### config.mk
export PLATFORM = sky130hd
export DESIGN_NAME = ps2_mouse_cursor_tracker_core
export DESIGN_NICKNAME = d
export VERILOG_FILES = /design/src/hdl/ps2mct_pkg.sv /design/src/hdl/ps2_mouse_cursor_tracker_core.sv /design/src/hdl/ps2mct_packet.sv /design/src/hdl/ps2mct_pixel_gen.sv
export SDC_FILE = /design/constraint.sdc
export NUM_CORES = 1
export LEC_CHECK = 0
export BUFFER_PORTS_ARGS = -buffer_cell sky130_fd_sc_hd__buf_2
export CORE_MARGIN = 3
export CORE_UTILIZATION = 23
export CTS_BUF_LIST = sky130_fd_sc_hd__clkbuf_8 sky130_fd_sc_hd__clkbuf_16
export DETAILED_ROUTE_END_ITERATION = 12
export GPL_TIMING_DRIVEN = 0
export PLACE_DENSITY = 0.45
export SYNTH_ARGS = -nofsm -noshare
export SYNTH_HDL_FRONTEND = slang
export SYNTH_SLANG_ARGS = --single-unit
export TNS_END_PERCENT = 100
### constraint.sdc
create_clock -name clk -period 3.6 [get_ports clk]
set_input_delay 0.18 -clock clk [delete_from_list [all_inputs] [get_ports clk]]
set_output_delay 0.18 -clock clk [all_outputs]
set_load 0.01 [all_outputs]
### src/hdl/ps2mct_pkg.sv
// Shared types and constants for the PS/2 mouse cursor tracker.
// Used by the packet decoder, the pixel generator and the top level.
package ps2mct_pkg;

    localparam int POS_W = 11;

    localparam int STATUS_READY_BIT = 0;
    localparam int STATUS_AUX_BIT   = 5;

    localparam int CFG_INDEX_W = 8;

    localparam logic [7:0] IDLE_COLOR_RESET    = 8'h0F;
    localparam logic [7:0] PRESSED_COLOR_RESET = 8'h0C;
    localparam logic [8:0] CURSOR_X_RESET      = 9'd160;
    localparam logic [7:0] CURSOR_Y_RESET      = 8'd100;

    typedef enum logic [CFG_INDEX_W-1:0] {
        REG_IDLE_COLOR    = 8'd0,
        REG_PRESSED_COLOR = 8'd1
    } cfg_reg_t;

    typedef struct packed {
        logic [POS_W-1:0] x_pos;
        logic [POS_W-1:0] y_pos;
        logic [8:0]       cursor_col;
        logic [7:0]       cursor_row;
        logic [7:0]       color;
    } run_t;

endpackage

### src/hdl/ps2_mouse_cursor_tracker_core.sv
// Top level of the PS/2 mouse cursor tracker: color registers and the two datapath parts.
// Depends on ps2mct_pkg, ps2mct_packet and ps2mct_pixel_gen.
//
// Each transfer on the input channel is one controller read; it counts as a mouse byte
// only when status bits 0 and 5 are both set. The first two bytes of a packet are taken
// one per cycle and only held. The third byte moves and clamps the cursor and starts a
// run of CURSOR_SIZE * CURSOR_SIZE pixel writes (25 by default), one per cycle while the
// output side takes them, row by row from the top left corner. The run counter is the
// limit: the third byte of the next packet is held off until the current run has left
// the generator. Bytes of the next packet other than the third are taken while a run is
// still being written.
module ps2_mouse_cursor_tracker_core
    import ps2mct_pkg::*;
#(
    parameter int SCREEN_WIDTH  = 320,
    parameter int SCREEN_HEIGHT = 200,
    parameter int CURSOR_SIZE   = 5
) (
    input  logic                   clk,
    input  logic                   rst_n,
    input  logic                   cfg_valid,
    output logic                   cfg_ready,
    input  logic [CFG_INDEX_W-1:0] cfg_index,
    input  logic [7:0]             cfg_data,
    input  logic                   in_valid,
    output logic                   in_ready,
    input  logic [7:0]             controller_status,
    input  logic [7:0]             data_byte,
    output logic                   out_valid,
    input  logic                   out_ready,
    output logic [15:0]            pixel_address,
    output logic [7:0]             pixel_color,
    output logic [8:0]             cursor_col,
    output logic [7:0]             cursor_row,
    output logic                   last_pixel
);

    logic [7:0] idle_color_reg, idle_color_next;
    logic [7:0] pressed_color_reg, pressed_color_next;
    logic       run_load;
    logic       run_busy;
    run_t       run;

    assign cfg_ready = 1'b1;

    always_comb
    begin
        idle_color_next    = idle_color_reg;
        pressed_color_next = pressed_color_reg;
        if (cfg_valid)
        begin
            case (cfg_reg_t'(cfg_index))
                REG_IDLE_COLOR:    idle_color_next = cfg_data;
                REG_PRESSED_COLOR: pressed_color_next = cfg_data;
                default:           ;
            endcase
        end
    end

    always_ff @(posedge clk or negedge rst_n)
    begin
        if (!rst_n)
        begin
            idle_color_reg    <= IDLE_COLOR_RESET;
            pressed_color_reg <= PRESSED_COLOR_RESET;
        end
        else
        begin
            idle_color_reg    <= idle_color_next;
            pressed_color_reg <= pressed_color_next;
        end
    end

    ps2mct_packet #(
        .SCREEN_WIDTH  (SCREEN_WIDTH),
        .SCREEN_HEIGHT (SCREEN_HEIGHT),
        .CURSOR_SIZE   (CURSOR_SIZE)
    ) u_packet (
        .clk               (clk),
        .rst_n             (rst_n),
        .in_valid          (in_valid),
        .in_ready          (in_ready),
        .controller_status (controller_status),
        .data_byte         (data_byte),
        .idle_color        (idle_color_reg),
        .pressed_color     (pressed_color_reg),
        .run_busy          (run_busy),
        .run_load          (run_load),
        .run               (run)
    );

    ps2mct_pixel_gen #(
        .SCREEN_WIDTH (SCREEN_WIDTH),
        .CURSOR_SIZE  (CURSOR_SIZE)
    ) u_pixel_gen (
        .clk           (clk),
        .rst_n         (rst_n),
        .run_load      (run_load),
        .run           (run),
        .run_busy      (run_busy),
        .out_valid     (out_valid),
        .out_ready     (out_ready),
        .pixel_address (pixel_address),
        .pixel_color   (pixel_color),
        .cursor_col    (cursor_col),
        .cursor_row    (cursor_row),
        .last_pixel    (last_pixel)
    );

endmodule

### src/hdl/ps2mct_packet.sv
// Gathers accepted mouse bytes into three-byte packets and updates the cursor.
// Depends on ps2mct_pkg; hands a finished packet to ps2mct_pixel_gen as a run_t.
module ps2mct_packet
    import ps2mct_pkg::*;
#(
    parameter int SCREEN_WIDTH  = 320,
    parameter int SCREEN_HEIGHT = 200,
    parameter int CURSOR_SIZE   = 5
) (
    input  logic       clk,
    input  logic       rst_n,
    input  logic       in_valid,
    output logic       in_ready,
    input  logic [7:0] controller_status,
    input  logic [7:0] data_byte,
    input  logic [7:0] idle_color,
    input  logic [7:0] pressed_color,
    input  logic       run_busy,
    output logic       run_load,
    output run_t       run
);

    typedef enum logic [1:0] {
        PKT_BUTTON,
        PKT_X_MOTION,
        PKT_Y_MOTION
    } pkt_phase_t;

    localparam logic signed [POS_W+1:0] X_HI = (POS_W+2)'(SCREEN_WIDTH - CURSOR_SIZE);
    localparam logic signed [POS_W+1:0] Y_HI = (POS_W+2)'(SCREEN_HEIGHT - CURSOR_SIZE);

    pkt_phase_t              phase_reg, phase_next;
    logic [7:0]              held_button_reg, held_button_next;
    logic [7:0]              held_x_reg, held_x_next;
    logic [8:0]              cursor_x_reg, cursor_x_next;
    logic [7:0]              cursor_y_reg, cursor_y_next;
    logic                    take;
    logic signed [POS_W+1:0] nx_calc;
    logic signed [POS_W+1:0] ny_calc;
    logic [POS_W-1:0]        nx_clamp;
    logic [POS_W-1:0]        ny_clamp;

    assign in_ready = (phase_reg != PKT_Y_MOTION) || !run_busy;
    assign take     = in_valid && in_ready && controller_status[STATUS_READY_BIT]
                      && controller_status[STATUS_AUX_BIT];

    assign nx_calc = $signed({{(POS_W-7){1'b0}}, cursor_x_reg})
                     + $signed({{(POS_W-6){held_x_reg[7]}}, held_x_reg});
    assign ny_calc = $signed({{(POS_W-6){1'b0}}, cursor_y_reg})
                     - $signed({{(POS_W-6){data_byte[7]}}, data_byte});

    always_comb
    begin
        if (nx_calc[POS_W+1])
        begin
            nx_clamp = '0;
        end
        else if (nx_calc > X_HI)
        begin
            nx_clamp = X_HI[POS_W-1:0];
        end
        else
        begin
            nx_clamp = nx_calc[POS_W-1:0];
        end

        if (ny_calc[POS_W+1])
        begin
            ny_clamp = '0;
        end
        else if (ny_calc > Y_HI)
        begin
            ny_clamp = Y_HI[POS_W-1:0];
        end
        else
        begin
            ny_clamp = ny_calc[POS_W-1:0];
        end
    end

    always_comb
    begin
        phase_next       = phase_reg;
        held_button_next = held_button_reg;
        held_x_next      = held_x_reg;
        cursor_x_next    = cursor_x_reg;
        cursor_y_next    = cursor_y_reg;
        run_load         = 1'b0;
        if (take)
        begin
            case (phase_reg)
                PKT_BUTTON:
                begin
                    held_button_next = data_byte;
                    phase_next       = PKT_X_MOTION;
                end
                PKT_X_MOTION:
                begin
                    held_x_next = data_byte;
                    phase_next  = PKT_Y_MOTION;
                end
                PKT_Y_MOTION:
                begin
                    cursor_x_next = nx_clamp[8:0];
                    cursor_y_next = ny_clamp[7:0];
                    phase_next    = PKT_BUTTON;
                    run_load      = 1'b1;
                end
                default:
                begin
                    phase_next = PKT_BUTTON;
                end
            endcase
        end
    end

    assign run.x_pos      = nx_clamp;
    assign run.y_pos      = ny_clamp;
    assign run.cursor_col = nx_clamp[8:0];
    assign run.cursor_row = ny_clamp[7:0];
    assign run.color      = held_button_reg[0] ? pressed_color : idle_color;

    always_ff @(posedge clk or negedge rst_n)
    begin
        if (!rst_n)
        begin
            phase_reg       <= PKT_BUTTON;
            held_button_reg <= '0;
            held_x_reg      <= '0;
            cursor_x_reg    <= CURSOR_X_RESET;
            cursor_y_reg    <= CURSOR_Y_RESET;
        end
        else
        begin
            phase_reg       <= phase_next;
            held_button_reg <= held_button_next;
            held_x_reg      <= held_x_next;
            cursor_x_reg    <= cursor_x_next;
            cursor_y_reg    <= cursor_y_next;
        end
    end

endmodule

### src/hdl/ps2mct_pixel_gen.sv
// Walks the cursor square row by row and drives the registered pixel writes.
// Depends on ps2mct_pkg; takes a run_t from ps2mct_packet.
module ps2mct_pixel_gen
    import ps2mct_pkg::*;
#(
    parameter int SCREEN_WIDTH = 320,
    parameter int CURSOR_SIZE  = 5
) (
    input  logic        clk,
    input  logic        rst_n,
    input  logic        run_load,
    input  run_t        run,
    output logic        run_busy,
    output logic        out_valid,
    input  logic        out_ready,
    output logic [15:0] pixel_address,
    output logic [7:0]  pixel_color,
    output logic [8:0]  cursor_col,
    output logic [7:0]  cursor_row,
    output logic        last_pixel
);

    localparam int CNT_W  = $clog2(CURSOR_SIZE + 1);
    localparam int ADDR_W = 2 * POS_W + 1;
    localparam logic [CNT_W-1:0] CNT_LAST = CNT_W'(CURSOR_SIZE - 1);

    logic              active_reg, active_next;
    run_t              run_reg, run_next;
    logic [CNT_W-1:0]  row_cnt_reg, row_cnt_next;
    logic [CNT_W-1:0]  col_cnt_reg, col_cnt_next;
    logic              out_valid_reg, out_valid_next;
    logic [15:0]       addr_reg, addr_next;
    logic [7:0]        color_reg, color_next;
    logic [8:0]        col_reg, col_next;
    logic [7:0]        row_reg, row_next;
    logic              last_reg, last_next;
    logic              advance;
    logic              at_last;
    logic [POS_W:0]    row_pos;
    logic [POS_W:0]    col_pos;
    logic [ADDR_W-1:0] addr_full;

    assign advance  = active_reg && (!out_valid_reg || out_ready);
    assign at_last  = (row_cnt_reg == CNT_LAST) && (col_cnt_reg == CNT_LAST);
    assign row_pos  = {1'b0, run_reg.y_pos} + (POS_W+1)'(row_cnt_reg);
    assign col_pos  = {1'b0, run_reg.x_pos} + (POS_W+1)'(col_cnt_reg);
    assign addr_full = ADDR_W'(row_pos) * ADDR_W'(SCREEN_WIDTH) + ADDR_W'(col_pos);

    always_comb
    begin
        active_next    = active_reg;
        run_next       = run_reg;
        row_cnt_next   = row_cnt_reg;
        col_cnt_next   = col_cnt_reg;
        out_valid_next = out_valid_reg && !out_ready;
        addr_next      = addr_reg;
        color_next     = color_reg;
        col_next       = col_reg;
        row_next       = row_reg;
        last_next      = last_reg;
        if (run_load)
        begin
            active_next  = 1'b1;
            run_next     = run;
            row_cnt_next = '0;
            col_cnt_next = '0;
        end
        else if (advance)
        begin
            out_valid_next = 1'b1;
            addr_next      = addr_full[15:0];
            color_next     = run_reg.color;
            col_next       = run_reg.cursor_col;
            row_next       = run_reg.cursor_row;
            last_next      = at_last;
            if (at_last)
            begin
                active_next = 1'b0;
            end
            if (col_cnt_reg == CNT_LAST)
            begin
                col_cnt_next = '0;
                row_cnt_next = row_cnt_reg + 1'b1;
            end
            else
            begin
                col_cnt_next = col_cnt_reg + 1'b1;
            end
        end
    end

    always_ff @(posedge clk or negedge rst_n)
    begin
        if (!rst_n)
        begin
            active_reg    <= 1'b0;
            out_valid_reg <= 1'b0;
            row_cnt_reg   <= '0;
            col_cnt_reg   <= '0;
        end
        else
        begin
            active_reg    <= active_next;
            out_valid_reg <= out_valid_next;
            row_cnt_reg   <= row_cnt_next;
            col_cnt_reg   <= col_cnt_next;
        end
    end

    always_ff @(posedge clk)
    begin
        run_reg   <= run_next;
        addr_reg  <= addr_next;
        color_reg <= color_next;
        col_reg   <= col_next;
        row_reg   <= row_next;
        last_reg  <= last_next;
    end

    assign run_busy      = active_reg;
    assign out_valid     = out_valid_reg;
    assign pixel_address = addr_reg;
    assign pixel_color   = color_reg;
    assign cursor_col    = col_reg;
    assign cursor_row    = row_reg;
    assign last_pixel    = last_reg;

endmodule

## Yosys cells after proc, flatten, opt, wreduce, memory -nomap -nowiden

Index checks and enable logic that the tools add are counted.

- Bits of input ports: 37
- Output and inout bits: 45
- Flip-flop bits (word level): 123
- Memories kept: 0
- RAM bits: 0
- Latch bits: 0
- Memory bits (read-only): 0

- Reduce and logical (&&, ||, !) cells: 26
- Eq/ne operators: 6
- Shift operators: 0
- Muxes and demuxes: 19
- Bitwise logic cells: 1
- Order comparisons: 2
- Div/mod/pow operators: 0
- Multiply operators: 1
- Add/subtract/negate cells: 7

Operators by type and width:

| cell | count |
|---|---|
| $add 11x3->12 | 2 |
| $mux 8 | 3 |
| $mux 3 | 6 |
| $mux 9 | 2 |
| $add 16x12->16 | 1 |
| $reduce_and 2->1 | 8 |
| $mul 12x3->10 const B | 1 |
| $add 10x8->11 | 1 |
| $gt 11x10->1 const B | 1 |
| $gt 10x9->1 const B | 1 |
| $sub 9x8->10 | 1 |
| $eq 8x1->1 const B | 1 |
| $logic_not 8->1 | 1 |
| $mux 1 | 7 |
| $add 3x1->3 const B | 2 |
| $eq 3x3->1 const B | 2 |
| $logic_and 1x1->1 | 6 |
| $reduce_bool 2->1 | 3 |
| $pmux 2 s2 | 1 |
| $reduce_or 2->1 | 2 |
| $logic_not 1->1 | 3 |
| $eq 2x1->1 const B | 1 |
| $eq 2x2->1 const B | 1 |
| $logic_not 2->1 | 1 |
| other kinds (3) | 4 |

## Depth between registers and ports, before layout

- Depth after elaboration: 8
- Gate-level depth with buffers: 15
- Depth with buffers taken out: 15

## Cells and area by module

Synthesis repeated with hierarchy kept, for this count alone.

- Cells, all modules: 628
- Area total of the unflattened synthesis: 7567.3 um^2

By module, submodules not included:

| module | cells each | times used | area an instance (um^2) |
|---|---|---|---|
| ps2mct_pixel_gen | 274 | 1 | 4177.8 |
| ps2mct_packet | 314 | 1 | 2711.4 |
| ps2_mouse_cursor_tracker_core | 40 | 1 | 678.2 |

## Worst setup path after synthesis

No wires, ideal clock.

- Kind: reg-to-reg
- Start point: register u_pixel_gen.row_cnt_reg[1]
- End point: register u_pixel_gen.addr_reg[15], in the netlist u_pixel_gen.pixel_address[15] (data pin)
- Stages on the path, launching flop included: 14
- Slack: 133 ps
- Path buffers: 0
- Setup time: 260 ps
- Arrival time: 3208 ps
- Cell sequence: dfrtp_1 -> ha_1 -> a21o_1 -> a21o_1 -> xor2_1 -> ha_1 -> ha_1 -> fa_1 -> a21o_1 -> a21oi_1 -> and4b_1 -> a211o_1 -> xor2_1 -> xnor2_1

- Word-level cells in the longest chain between the ends: 3

RTL lines:

| element | line | RTL |
|---|---|---|
| start: declaration | ps2mct_pixel_gen.sv:29 | `logic [CNT_W-1:0] row_cnt_reg, row_cnt_next;` |
| start signal: assignment | ps2mct_pixel_gen.sv:105 | `row_cnt_reg <= row_cnt_next;` |
| $add 11x3->12 | ps2mct_pixel_gen.sv:45 | `assign row_pos = {1'b0, run_reg.y_pos} + (POS_W+1)'(row_cnt_reg);` |
| $mul 12x3->10 | ps2mct_pixel_gen.sv:47 | `assign addr_full = ADDR_W'(row_pos) * ADDR_W'(SCREEN_WIDTH) + ADDR_W'(col_pos);` |
| $add 16x12->16 | ps2mct_pixel_gen.sv:47 |  |
| net u_pixel_gen.addr_full[15] | ps2mct_pixel_gen.sv:41 | `logic [ADDR_W-1:0] addr_full;` |
| end signal: assignment | ps2mct_pixel_gen.sv:113 | `addr_reg <= addr_next;` |
| end: declaration | ps2mct_pixel_gen.sv:32 | `logic [15:0] addr_reg, addr_next;` |

The timed path passes the listed nets, and every way through them passes these cells.
A chain may end at the register's enable or synchronous reset.

## Worst setup path after layout

- Start point: register u_pixel_gen.run_reg[26] (netlist bit)
- End point: register u_pixel_gen.addr_reg[15], in the netlist u_pixel_gen.pixel_address[15] (data pin)

- Word-level cells in the longest chain between the ends: 3

RTL lines:

| element | line | RTL |
|---|---|---|
| start: declaration | ps2mct_pixel_gen.sv:28 | `run_t run_reg, run_next;` |
| start signal: assignment | ps2mct_pixel_gen.sv:112 | `run_reg <= run_next;` |
| $add 11x3->12 | ps2mct_pixel_gen.sv:45 |  |
| $mul 12x3->10 | ps2mct_pixel_gen.sv:47 |  |
| $add 16x12->16 | ps2mct_pixel_gen.sv:47 |  |
| net u_pixel_gen.addr_full[15] | ps2mct_pixel_gen.sv:41 |  |

The timed path passes the listed nets, and every way through them passes these cells.

==> flow_metrics.tcl <==
set metrics [dict create \
    max-vdd-ir-drop_uv 239 \
    hold_start "cfg_data[1]" \
    drcViolationCount 0 \
    cap_violations 0 \
    grtUsageTotal_pct 10.1 \
    finClkSkew_ns 0.0158 \
    clock_latency_ns 0.42 \
    dp_slack_ns -0.202 \
    r2r_slack_ns 0.18 \
    ant_nets 0 \
    rows 62 \
    final_util_pct 29.3 \
    synth-edff-count 71 \
    syn_to_final_growth_pct 24.7 \
    r2r_cells 13 \
    port_buffers 74 \
    largest_reg_flops 29 \
    cts.clk_slew.worst_paths_ns 0.06 \
    dieArea_sq_um 31800 \
    cts_buffers 17 \
    ys_async_sr_fraction_pct 42.3 \
    critPathRequiredTime_ns 3.76 \
    maxSlewHeadroom_pct 41.4 \
    cts_tree "yes" \
    min_path_type "in2reg" \
    overflow 0 \
    grt_pass1_wl_um 25200 \
    core_sq_um 29000 \
    synth_seq_cells 123 \
    syn_inst 598 \
    grt_pass1_vias 4663 \
    root_buffer "clkbuf_16" \
    status "completed" \
    instances_no_fill 1107 \
    drv_slew 0 \
    finalHoldViolCount 0 \
    powerDensity_nw_per_um2 848 \
    clockBufferDepth 2 \
    p_leak_nw 3.53 \
    clock.fmax_mhz 293 \
    synth_commonest_cells "edfxtp_1 (71), ha_1 (43), dfrtp_1 (41), nand2_1 (41), inv_1 (34)" \
    path_class "reg2reg" \
    drive_above_1_share_pct 26.1 \
    cts.sinks 123 \
    r2r_end "u_pixel_gen.pixel_address[15]" \
    worstPathMaxFanout 4 \
    layout_setup_ws_ns 0.182 \
    yosysMostFrequentCell "edfxtp_1" \
    place_inst 1060 \
    antenna_found_initial 0 \
    diodes 0 \
    cp-end-kind "flop" \
    synth_top_area_share_pct 31.2 \
    first_pass_iters 4 \
    startpoint_type "flop" \
    gp_congestion 0.775 \
    rsz0062_at_grt "no" \
    min_path_cells 2 \
    min_to "idle_color_reg[1]" \
    setup_viol 0 \
    timing.rr.start "u_pixel_gen.run_reg[26]" \
    htree_levels 4 \
    dpl.hpwl_um 11500 \
    avgViaCountPerCell 4.37 \
    die_x_um 178 \
    yosys.area.top_type "edfxtp_1" \
    io_pins 82 \
    synth_ff_type "edfxtp_1" \
    yosysWarnings 0 \
    start_util_pct 23.5 \
    fin_crit_sh_pct 94.9 \
    n_fill_cell 3052 \
    seq_area_frac_synth_pct 50.5 \
    synthDistinctLibCells 71 \
    avgSynthCellArea_sq_um 11.4 \
    period_needed_ns 3.42 \
    worst_slew_pin_slew_ns 0.879 \
    worstPathArrival_ns 3.58 \
    drt-total-wl_um 15600 \
    die_h_um 178 \
    drt-initial-drc-count 290 \
    syn_area_sq_um 6830 \
    synth.area.top_cells "edfxtp_1 (31%), dfrtp_1 (15%), ha_1 (7.9%), mux2_2 (4.9%), dfstp_2 (4.2%)" \
    wire_per_inst_um 14.1 \
    fin_nets 795 \
    dr_total_vias 4840 \
    grt_max_degree 53 \
]
==> layout make-up <==
class	count	area [sq um]	area share, %
Timing Repair Buffer	90	523	6.14
Multi-Input combinational cell	422	3250	38.2
Buffer	22	114	1.34
Inverter	34	128	1.50
Tap cell	384	480	5.64
Clock inverter	13	114	1.34
Clock buffer	19	453	5.32
Sequential cell	123	3450	40.5
==> report_power, final <==
group          internal (mW)  switching (mW)  leakage (nW)
logic                   1.40            1.94          1.92
registers               2.06           0.190          1.32
clock network          0.989           0.647         0.287
==> layout by cell type, fill, tap and decap left out, drive strengths merged, types with 7 or more instances in the layout <==
cell type,count
a21o,13
a21oi,28
buf,90
clkbuf,34
dfrtp,41
dfstp,11
dlygate4sd3,7
edfxtp,71
ha,43
inv,41
mux2,30
nand2,41
nand2b,9
nand3,13
nor2,32
nor2b,12
nor3,12
o21ai,29
o31ai,8
xnor2,31
xor2,9
==> critical path, cell delays in order, from the launching register on <==
cell,delay (ns)
edfxtp_1,0.42
ha_1,0.31
a21o_1,0.16
a21o_4,0.22
xor2_4,0.16
ha_4,0.23
ha_2,0.19
fa_2,0.35
a21o_1,0.18
a21oi_2,0.19
and4b_1,0.21
a211o_1,0.23
xor2_1,0.17
xnor2_1,0.13
==> layer usage <==
metal	GRT usage, %	part of all wire, %
met1	14.2	49
met2	15.5	46
met3	2.06	3.7
met4	3.21	0.96
met5	0	0
==> worst max path at each step <==
stage / endpoint / slack (ns) / cells after the start / startpoint
floorplan: u_pixel_gen.pixel_address[15] / 0.13 / 13 / u_pixel_gen.row_cnt_reg[1]
global placement: u_pixel_gen.pixel_address[15] / -0.20 / 13 / u_pixel_gen.run_reg[26]
detailed placement: u_pixel_gen.pixel_address[15] / -0.20 / 13 / u_pixel_gen.run_reg[26]
CTS: u_pixel_gen.pixel_address[15] / 0.02 / 13 / u_pixel_gen.row_cnt_reg[1]
global route: u_pixel_gen.pixel_address[13] / 0.003 / 12 / u_pixel_gen.run_reg[26]
finish: u_pixel_gen.pixel_address[15] / 0.18 / 13 / u_pixel_gen.run_reg[26]
==> kinds of logic (layout without fill, tap and decap cells) <==
family | after synthesis | after routing | share of synthesized area (%)
mux | 34 | 34 | 5.53
fa+ha+maj | 48 | 48 | 9.34
other cells | 2 | 5 | 0.110
flops | 123 | 123 | 50.5
buf+inv | 56 | 178 | 3.50
compound gates | 139 | 139 | 14.3
xor+xnor | 40 | 40 | 5.13
simple gates | 156 | 156 | 11.6
==> repair_timing <==
action                     CTS  global route
pin swaps                    2             3
hold buffers                 6             1
gates resized for setup      5            13
setup buffers                5             3
setup endpoints to repair    3             3
hold endpoints to repair    10            41
==> stage by stage <==
step | hold slack, ns | total power, mW | setup TNS [ns] | cell area (sq um)
after floorplan | -0.116 | 4.65 | 0 | 6840
after global placement | 0.402 | 5.53 | -0.930 | 7690
after detailed placement | 0.405 | 5.52 | -0.356 | 7710
after CTS | 0.00977 | 7.23 | 0 | 8410
after global routing | 0.0153 | 7.81 | 0 | 8510
final | 0.0257 | 7.22 | 0 | 8510
Power figures use the tool's default switching activity.
